--- config.mk ---
export PLATFORM = sky130hd
export DESIGN_NAME = enhanced_second_chance_replacement_top
export DESIGN_NICKNAME = d
export VERILOG_FILES = /design/src/rtl/core/escr_pkg.sv /design/src/rtl/core/escr_ctrl.sv /design/src/rtl/core/escr_datapath.sv /design/src/rtl/core/enhanced_second_chance_replacement_top.sv
export SDC_FILE = /design/constraint.sdc
export NUM_CORES = 1
export LEC_CHECK = 0
export BUFFER_PORTS_ARGS = -buffer_cell sky130_fd_sc_hd__buf_2
export CAP_MARGIN = 20
export CORE_ASPECT_RATIO = 0.5
export CORE_MARGIN = 2
export CORE_UTILIZATION = 52
export DETAILED_ROUTE_END_ITERATION = 8
export HOLD_SLACK_MARGIN = 0.1
export PLACE_DENSITY = 0.7
export SLEW_MARGIN = 20
export SYNTH_ARGS = -nofsm -noshare
export SYNTH_HDL_FRONTEND = slang
export SYNTH_SLANG_ARGS = --single-unit
--- constraint.sdc ---
create_clock -name clk -period 7.2 [get_ports clk]
set_input_delay 0.72 -clock clk [delete_from_list [all_inputs] [get_ports clk]]
set_output_delay 0.72 -clock clk [all_outputs]
set_load 0.005 [all_outputs]
--- src/rtl/core/escr_pkg.sv ---
// shared types and constants for the enhanced second-chance replacement block
// no dependencies; imported by every module of the block
`timescale 1ns / 1ps

package escr_pkg;

	// default build sizes
	localparam int FRAMES_DEF    = 8;
	localparam int PAGE_BITS_DEF = 20;

	// field widths of the words
	localparam int PN_W       = 20;
	localparam int FIDX_OUT_W = 3;
	localparam int FC_W       = 32;
	localparam int CFG_W      = 4;

	// input word: page_number in the low bits, padded to whole bytes
	localparam int S_TDATA_W = 24;

	// output word layout, lowest bit first
	localparam int OFS_HIT  = 0;
	localparam int OFS_FIDX = OFS_HIT + 1;
	localparam int OFS_EVV  = OFS_FIDX + FIDX_OUT_W;
	localparam int OFS_EVP  = OFS_EVV + 1;
	localparam int OFS_EVD  = OFS_EVP + PN_W;
	localparam int OFS_FC   = OFS_EVD + 1;
	localparam int OUT_USED_W = OFS_FC + FC_W;
	localparam int M_TDATA_W  = 64;
	localparam int OUT_PAD_W  = M_TDATA_W - OUT_USED_W;

	// controller to datapath commands
	typedef struct packed {
		logic capture;  // take the input word and the tag compare result
		logic commit;   // update the frame table and load the output register
	} cmd_t;

endpackage

--- src/rtl/core/escr_ctrl.sv ---
// controller for the replacement block: sequences accept, update and output
// depends on escr_pkg
`timescale 1ns / 1ps

module escr_ctrl (
	input  logic          clk,
	input  logic          arst_n,
	input  logic          s_tvalid,
	output logic          s_tready,
	output logic          m_tvalid,
	input  logic          m_tready,
	output escr_pkg::cmd_t cmd
);
	import escr_pkg::*;

	typedef enum logic {
		ST_IDLE,
		ST_EXEC
	} state_t;

	state_t state_q;
	logic   rdy_q;
	logic   ov_q;
	logic   commit;

	assign commit       = (state_q == ST_EXEC) && (!ov_q || m_tready);
	assign cmd.capture  = s_tvalid && rdy_q;
	assign cmd.commit   = commit;
	assign s_tready     = rdy_q;
	assign m_tvalid     = ov_q;

	always_ff @(posedge clk or negedge arst_n) begin
		if (!arst_n) begin
			state_q <= ST_IDLE;
			rdy_q   <= 1'b1;
			ov_q    <= 1'b0;
		end else begin
			case (state_q)
				ST_IDLE: begin
					if (s_tvalid && rdy_q) begin
						state_q <= ST_EXEC;
						rdy_q   <= 1'b0;
					end
				end
				ST_EXEC: begin
					// wait here while the previous result still sits unread
					if (commit) begin
						state_q <= ST_IDLE;
						rdy_q   <= 1'b1;
					end
				end
				default: begin
					state_q <= ST_IDLE;
					rdy_q   <= 1'b1;
				end
			endcase
			if (commit) begin
				ov_q <= 1'b1;
			end else if (m_tready) begin
				ov_q <= 1'b0;
			end
		end
	end

endmodule

--- src/rtl/core/escr_datapath.sv ---
// datapath for the replacement block: frame table, tag compare, clock search
// depends on escr_pkg; driven by escr_ctrl commands
`timescale 1ns / 1ps

module escr_datapath #(
	parameter int FRAMES    = escr_pkg::FRAMES_DEF,
	parameter int PAGE_BITS = escr_pkg::PAGE_BITS_DEF
) (
	input  logic                           clk,
	input  logic                           arst_n,
	input  escr_pkg::cmd_t                 cmd,
	input  logic                           cfg_we,
	input  logic [escr_pkg::CFG_W-1:0]     cfg_wdata,
	input  logic [escr_pkg::PN_W-1:0]      in_page,
	input  logic                           in_wr,
	output logic [escr_pkg::M_TDATA_W-1:0] out_word
);
	import escr_pkg::*;

	localparam int FIDX_W  = (FRAMES > 1) ? $clog2(FRAMES) : 1;
	localparam int PAD     = 2 ** FIDX_W;
	localparam int CFG_RST = (FRAMES < 8) ? FRAMES : 8;

	// lowest set bit of a frame vector
	function automatic logic [FIDX_W-1:0] lowest(input logic [FRAMES-1:0] v);
		logic [FIDX_W-1:0] idx;
		idx = '0;
		for (int f = FRAMES - 1; f >= 0; f--) begin
			if (v[f]) idx = FIDX_W'(f);
		end
		return idx;
	endfunction

	// first set bit at or after the start, wrapping round
	function automatic logic [FIDX_W-1:0] pick(input logic [FRAMES-1:0] v,
						  input logic [FRAMES-1:0] ge);
		logic [FRAMES-1:0] hi;
		hi = v & ge;
		return (|hi) ? lowest(hi) : lowest(v);
	endfunction

	// frame table
	logic [PAGE_BITS-1:0] page_q [FRAMES];
	logic [FRAMES-1:0]    valid_q;
	logic [FRAMES-1:0]    ref_q;
	logic [FRAMES-1:0]    mod_q;
	logic [FIDX_W-1:0]    ptr_q;
	logic [FC_W-1:0]      faults_q;
	logic [CFG_W-1:0]     cfg_q;

	// captured reference
	logic [PAGE_BITS-1:0] page_s1;
	logic                 wr_s1;
	logic                 hit_s1;
	logic [FIDX_W-1:0]    hidx_s1;

	logic [M_TDATA_W-1:0] out_q;

	logic [CFG_W-1:0]          cfg_eff;
	logic [FRAMES-1:0]         act;
	logic [PAD-1:0]            act_pad;
	logic [PAGE_BITS+PN_W-1:0] in_ext;
	logic [PAGE_BITS-1:0]      page_in;
	logic [FRAMES-1:0]         hv;

	logic [FIDX_W-1:0]   start;
	logic [FRAMES-1:0]   ge;
	logic [FRAMES-1:0]   r_eff, d_eff;
	logic [FRAMES-1:0]   c00, c01, cm0;
	logic [FRAMES-1:0]   clr;
	logic [FIDX_W-1:0]   vic;
	logic [FIDX_W:0]     nxt;
	logic [FIDX_W-1:0]   ptr_nxt;
	logic [FC_W-1:0]     faults_inc;
	logic                vic_valid;
	logic [FRAMES-1:0]   ref_nxt, mod_nxt, valid_nxt;
	logic [FIDX_W-1:0]   res_idx;
	logic [FIDX_W+FIDX_OUT_W-1:0] idx_ext;
	logic [PAGE_BITS+PN_W-1:0]    ev_ext;
	logic                res_evv;
	logic [PN_W-1:0]     res_evp;
	logic                res_evd;
	logic [FC_W-1:0]     res_fc;

	assign in_ext  = {{PAGE_BITS{1'b0}}, in_page};
	assign page_in = in_ext[PAGE_BITS-1:0];
	assign cfg_eff = (cfg_q == '0) ? CFG_W'(1) : cfg_q;

	always_comb begin
		act_pad = '0;
		for (int f = 0; f < FRAMES; f++) begin
			act[f]     = (f < int'(cfg_eff));
			act_pad[f] = act[f];
			hv[f]      = valid_q[f] && act[f] && (page_q[f] == page_in);
		end
	end

	// class search from the pointer
	always_comb begin
		start = act_pad[ptr_q] ? ptr_q : '0;
		r_eff = ref_q & valid_q;
		d_eff = mod_q & valid_q;
		c00   = act & ~r_eff & ~d_eff;
		c01   = act & ~r_eff & d_eff;
		cm0   = act & ~d_eff;
		for (int f = 0; f < FRAMES; f++) begin
			ge[f] = (f >= int'(start));
		end
		clr = '0;
		if (|c00) begin
			vic = pick(c00, ge);
		end else if (|c01) begin
			// second pass strips the reference bits it walks past
			vic = pick(c01, ge);
			for (int f = 0; f < FRAMES; f++) begin
				if (vic >= start)
					clr[f] = act[f] && (f >= int'(start)) && (f < int'(vic));
				else
					clr[f] = act[f] && ((f >= int'(start)) || (f < int'(vic)));
			end
		end else if (|cm0) begin
			// full second pass cleared everything, then a clean frame wins
			vic = pick(cm0, ge);
			clr = act;
		end else begin
			vic = start;
			clr = act;
		end
		nxt        = {1'b0, vic} + (FIDX_W + 1)'(1);
		ptr_nxt    = (!nxt[FIDX_W] && act_pad[nxt[FIDX_W-1:0]]) ? nxt[FIDX_W-1:0] : '0;
		faults_inc = (faults_q == '1) ? faults_q : faults_q + FC_W'(1);
		vic_valid  = valid_q[vic];
	end

	// next table state and result fields
	always_comb begin
		ref_nxt   = ref_q;
		mod_nxt   = mod_q;
		valid_nxt = valid_q;
		ev_ext    = {{PN_W{1'b0}}, page_q[vic]};
		if (hit_s1) begin
			ref_nxt[hidx_s1] = 1'b1;
			mod_nxt[hidx_s1] = mod_q[hidx_s1] | wr_s1;
			res_idx = hidx_s1;
			res_evv = 1'b0;
			res_evp = '0;
			res_evd = 1'b0;
			res_fc  = faults_q;
		end else begin
			ref_nxt        = ref_q & ~clr;
			ref_nxt[vic]   = 1'b1;
			mod_nxt[vic]   = wr_s1;
			valid_nxt[vic] = 1'b1;
			res_idx = vic;
			res_evv = vic_valid;
			res_evp = vic_valid ? ev_ext[PN_W-1:0] : '0;
			res_evd = vic_valid && mod_q[vic];
			res_fc  = faults_inc;
		end
		idx_ext = {{FIDX_OUT_W{1'b0}}, res_idx};
	end

	always_ff @(posedge clk or negedge arst_n) begin
		if (!arst_n) begin
			valid_q  <= '0;
			ref_q    <= '0;
			mod_q    <= '0;
			ptr_q    <= '0;
			faults_q <= '0;
			cfg_q    <= CFG_W'(CFG_RST);
		end else begin
			if (cfg_we) begin
				cfg_q <= cfg_wdata;
			end
			if (cmd.commit) begin
				valid_q <= valid_nxt;
				ref_q   <= ref_nxt;
				mod_q   <= mod_nxt;
				if (!hit_s1) begin
					ptr_q    <= ptr_nxt;
					faults_q <= faults_inc;
				end
			end
		end
	end

	// page tags and payload registers need no reset
	always_ff @(posedge clk) begin
		if (cmd.capture) begin
			page_s1 <= page_in;
			wr_s1   <= in_wr;
			hit_s1  <= |hv;
			hidx_s1 <= lowest(hv);
		end
		if (cmd.commit) begin
			if (!hit_s1) begin
				page_q[vic] <= page_s1;
			end
			out_q <= {{OUT_PAD_W{1'b0}}, res_fc, res_evd, res_evp, res_evv,
				  idx_ext[FIDX_OUT_W-1:0], hit_s1};
		end
	end

	assign out_word = out_q;

endmodule

--- src/rtl/core/enhanced_second_chance_replacement_top.sv ---
// Enhanced second-chance page replacement over a small frame table. Each
// input word is one page reference (page_number in s_tdata, is_write in
// s_tuser); each one gives exactly one output word with hit, frame, any
// evicted page and its dirty bit, and the saturating fault count. The
// parallel tag compare over all frames runs in the accepting cycle and is
// registered; the execute state then does the clock class search from the
// pointer and updates the table and the output register; no new word is
// accepted before that update. If the previous result has not been taken,
// the execute state waits until the output register is free. The user must
// write the frame count register (frames_in_use) on the cfg channel only
// while no reference is in flight; the block does not enforce this. 0 acts
// as 1, values above FRAMES act as FRAMES. No clearing pass follows reset.
// depends on escr_pkg, escr_ctrl, escr_datapath
`timescale 1ns / 1ps

module enhanced_second_chance_replacement_top #(
	parameter int FRAMES    = escr_pkg::FRAMES_DEF,
	parameter int PAGE_BITS = escr_pkg::PAGE_BITS_DEF
) (
	input  logic                           clk,
	input  logic                           arst_n,
	input  logic                           s_tvalid,
	output logic                           s_tready,
	input  logic [escr_pkg::S_TDATA_W-1:0] s_tdata,   // page_number
	input  logic                           s_tuser,   // is_write
	output logic                           m_tvalid,
	input  logic                           m_tready,
	// hit, frame_index, evicted_valid, evicted_page, evicted_dirty, fault_count
	output logic [escr_pkg::M_TDATA_W-1:0] m_tdata,
	input  logic                           cfg_valid,
	output logic                           cfg_ready,
	input  logic [escr_pkg::CFG_W-1:0]     cfg_data   // frames_in_use
);
	import escr_pkg::*;

	cmd_t cmd;

	assign cfg_ready = 1'b1;

	escr_ctrl u_ctrl (
		.clk      (clk),
		.arst_n   (arst_n),
		.s_tvalid (s_tvalid),
		.s_tready (s_tready),
		.m_tvalid (m_tvalid),
		.m_tready (m_tready),
		.cmd      (cmd)
	);

	escr_datapath #(
		.FRAMES    (FRAMES),
		.PAGE_BITS (PAGE_BITS)
	) u_dp (
		.clk       (clk),
		.arst_n    (arst_n),
		.cmd       (cmd),
		.cfg_we    (cfg_valid),
		.cfg_wdata (cfg_data),
		.in_page   (s_tdata[PN_W-1:0]),
		.in_wr     (s_tuser),
		.out_word  (m_tdata)
	);

endmodule

==> results.sh <==
export IMPL_synth_top_area_cell="edfxtp_1"
export IMPL_min_period_ps=5430
export IMPL_ant_nets=0
export IMPL_routed_top_layer="met5"
export IMPL_slowest_delay_ps=870
export IMPL_max_freq_mhz=184
export IMPL_crit_required_ps=7380
export IMPL_rsz0062_at_grt="false"
export IMPL_rr_startpoint="u_dp.cfg_q[3]$_DFFE_PN1P_"
export IMPL_synth_edf_count=243
export IMPL_worstPathArrival_ps=5610
export IMPL_cts_buffers=28
export IMPL_area_delta_synth_final_pct=10.3
export IMPL_grt_pass1_wl_mm=69.2
export IMPL_outcome="finished, final reports clean"
export IMPL_firstDrtPassIters=5
export IMPL_switchingPower_uw=793
export IMPL_ys_ff_latch=309
export IMPL_synth_cell_types=87
export IMPL_cts_setup_buffers=0
export IMPL_grt_start_max_net_pins=79
export IMPL_setup_violations_final=0
export IMPL_first_global_vias=11100
export IMPL_cts_resized=0
export IMPL_synth_area_top_cells="edfxtp_1, dfrtp_1, xnor2_1"
export IMPL_synth_area_per_cell_um2=11.8
export IMPL_skew_ps=62.3
export IMPL_cp_buffers_inverters=1
export IMPL_cts_path_max_buffers=3
export IMPL_power_share_sequential=0.548
export IMPL_critPathKind="reg2reg"
export IMPL_vdd_ir_drop_max_mv=0.254
export IMPL_wl_met3_mm=4.05
export IMPL_htreeDepth=1
export IMPL_clk_pin_slew_worst_paths_ps=70
export IMPL_wl_met1_mm=19.9
export IMPL_drc=0
export IMPL_static_leakage_power_uw=0.00670
export IMPL_p_clk_frac=0.406
export IMPL_post_drt_wl_per_cell_um=25.0
export IMPL_critPathTopFamily="compound AO/OA/AOI/OAI gates"
export IMPL_core_um2=30300
export IMPL_worst_slew_pin_slew_ps=1110
export IMPL_cts_sinks=309
export IMPL_io_pins=101
export IMPL_synth_most_common_cell="edfxtp_1"
export IMPL_vias_per_cell=6.28
export IMPL_die_y_um=128
export IMPL_power_density_nw_per_um2=198
export IMPL_diodes=0
export IMPL_start_kind="register"
export IMPL_wl_mm=46.2
export IMPL_fin_ws_ps=1770
export IMPL_end_kind="register"
export IMPL_ys_seq_area_frac=0.558
export IMPL_async_flop_share=0.214
export IMPL_clkLatencyLatePin_ps=600
export IMPL_wl_met2_mm=21.0
export IMPL_hold_viol_final=0
export IMPL_place_ws_ps=1880
export IMPL_power_internal_uw=2710
export IMPL_setup_tns_ps=0
export IMPL_gr_total_overflow=0
export IMPL_cts_tree="built"
export IMPL_finalCritPeriodShare=0.754
export IMPL_placementRows=45
export IMPL_yosysTopAreaCellShare=0.455
export IMPL_drive_gt1_frac=0.152
export IMPL_synth_top_cells_by_count="edfxtp_1, xnor2_1, nor2_1"
export IMPL_initialDrtViolationCount=1517
export IMPL_track_usage=0.286
export IMPL_worstPathCellList="a21o_1, o2111ai_1, a2bb2oi_1, o311ai_0, a22oi_1, a311oi_1, or2_1, inv_2, nand3_1, nor2_4"
export IMPL_slowest_stage="dfstp_2"
export IMPL_cp_max_fo=26
export IMPL_nNetsFinal=1468
export IMPL_ctsHoldBuffers=0
export IMPL_r2r_cells=10
export IMPL_syn_area_um2=16000
export IMPL_gp_congestion=0.968
export IMPL_die_x_um=252
export IMPL_maxCapViolCount=0
export IMPL_dp_hpwl_mm=31.9
export IMPL_vias=11600
export IMPL_synthCells=1362
export IMPL_dieArea_um2=32300
export IMPL_slew_viol_final=0
export IMPL_max_slew_margin_rel=0.259
export IMPL_start_util=0.528
export IMPL_switching_share=0.227
export IMPL_combinationalPowerShare=0.046
export IMPL_antenna_found_initial=2
export IMPL_root_buffer="clkbuf_16"
export IMPL_synth_top_flop_cell="edfxtp_1"
export IMPL_ff2ff_setup_slack_ps=1770
export IMPL_min_path_type="in2async"
export IMPL_yosysWarnings=0
export IMPL_numPortBuffers=89
export IMPL_r2r_end="u_dp.page_q[7][1]$_DFFE_PP_"
## metrics by stage
stage          total power [uW]  instances  utilization  hold slack, ps  cell area [um2]
2_1_floorplan              2060       1367            -             424            16000
6_report                   3500       1845        0.582             318            17700
4_1_cts                    3510       1845        0.582             307            17700
3_5_place_dp               2110       1798        0.555             481            16800
3_3_place_gp               2110       1798        0.555             483            16800
5_1_grt                    3600       1845        0.582             312            17700
## cells in the final DEF, fill, tap and decap left out, types with 17 or more instances in the layout
master / count
mux2_2: 21
xor2_1: 98
nand3_1: 37
edfxtp_1: 243
buf_4: 24
dfrtp_1: 64
clkbuf_16: 28
a22oi_1: 23
nor4_1: 23
xnor2_1: 125
nand4_1: 46
buf_2: 89
a21oi_1: 49
nor3_1: 17
nand2_1: 94
o21ai_0: 29
mux2i_1: 39
nor2_1: 108
## per-layer routing
layer,vias up,global-route usage
met4,2,0.0797
met3,87,0.0540
met5,-,0
li1,5145,-
met2,587,0.448
met1,5768,0.410
## state kept, by name, summed over array words and instances, names as in the netlist
register	count
u_dp.ref_q	8
u_dp.wr_s1	1
u_dp.cfg_q	4
u_dp.faults_q	32
u_ctrl.s_tready	1
u_dp.mod_q	8
u_ctrl.state_q	1
u_ctrl.m_tvalid	1
u_dp.hidx_s1	3
u_dp.page_q	160
u_dp.valid_q	8
u_dp.hit_s1	1
u_dp.out_word	58
u_dp.page_s1	20
u_dp.ptr_q	3
## cells by family (layout without fill, tap and decap cells)
logic type	count (synthesis)	count (layout)	synth area share
mux	65	65	0.0433
simple gates	406	406	0.127
compound gates	244	244	0.111
flops	309	309	0.558
fa+ha+maj	9	9	0.00640
buf+inv	104	183	0.0318
xor+xnor	223	223	0.122
other cells	2	7	0.000469
## worst reg2reg max path: stages, from the launching register on
cell and delay, ps:
dfstp_2 870, a21o_1 500, o2111ai_1 450, a2bb2oi_1 440, o311ai_0 230, a22oi_1 270
a311oi_1 60, or2_1 320, inv_2 550, nand3_1 500, nor2_4 860
## how the worst max path moves through the flow
stage                                    from                         endpoint  slack (ps)  depth (start not counted)
floorplan           u_dp.cfg_q[3]$_DFFE_PN1P_      u_dp.page_q[4][0]$_DFFE_PP_        1860                         14
global placement    u_dp.cfg_q[3]$_DFFE_PN1P_  u_dp.out_word[24]$_SDFFCE_PP0P_        1890                         11
detailed placement  u_dp.cfg_q[3]$_DFFE_PN1P_      u_dp.page_q[5][9]$_DFFE_PP_        1880                         12
CTS                 u_dp.cfg_q[3]$_DFFE_PN1P_  u_dp.out_word[24]$_SDFFCE_PP0P_        1860                         11
global route        u_dp.cfg_q[3]$_DFFE_PN1P_      u_dp.page_q[7][1]$_DFFE_PP_        1530                         10
finish              u_dp.cfg_q[3]$_DFFE_PN1P_      u_dp.page_q[7][1]$_DFFE_PP_        1770                         10
## final cells by class
type | count | area [um2]
clock buffers | 34 | 723
fillers | 2481 | 12700
clock inverters | 13 | 113
inverters | 21 | 80.1
multi-input cells | 954 | 6640
repair buffers | 115 | 666
well taps | 399 | 499
flip-flops and latches | 309 | 8950
## power groups by stage
stage	Combinational, uW	Clock (uW)	Sequential, uW
after global placement	155	0	1960
after detailed placement	155	0	1960
final	160	1420	1920
after global routing	170	1510	1920
after floorplan	114	0	1950
after CTS	156	1430	1920
(Power assumes the default switching activity.)
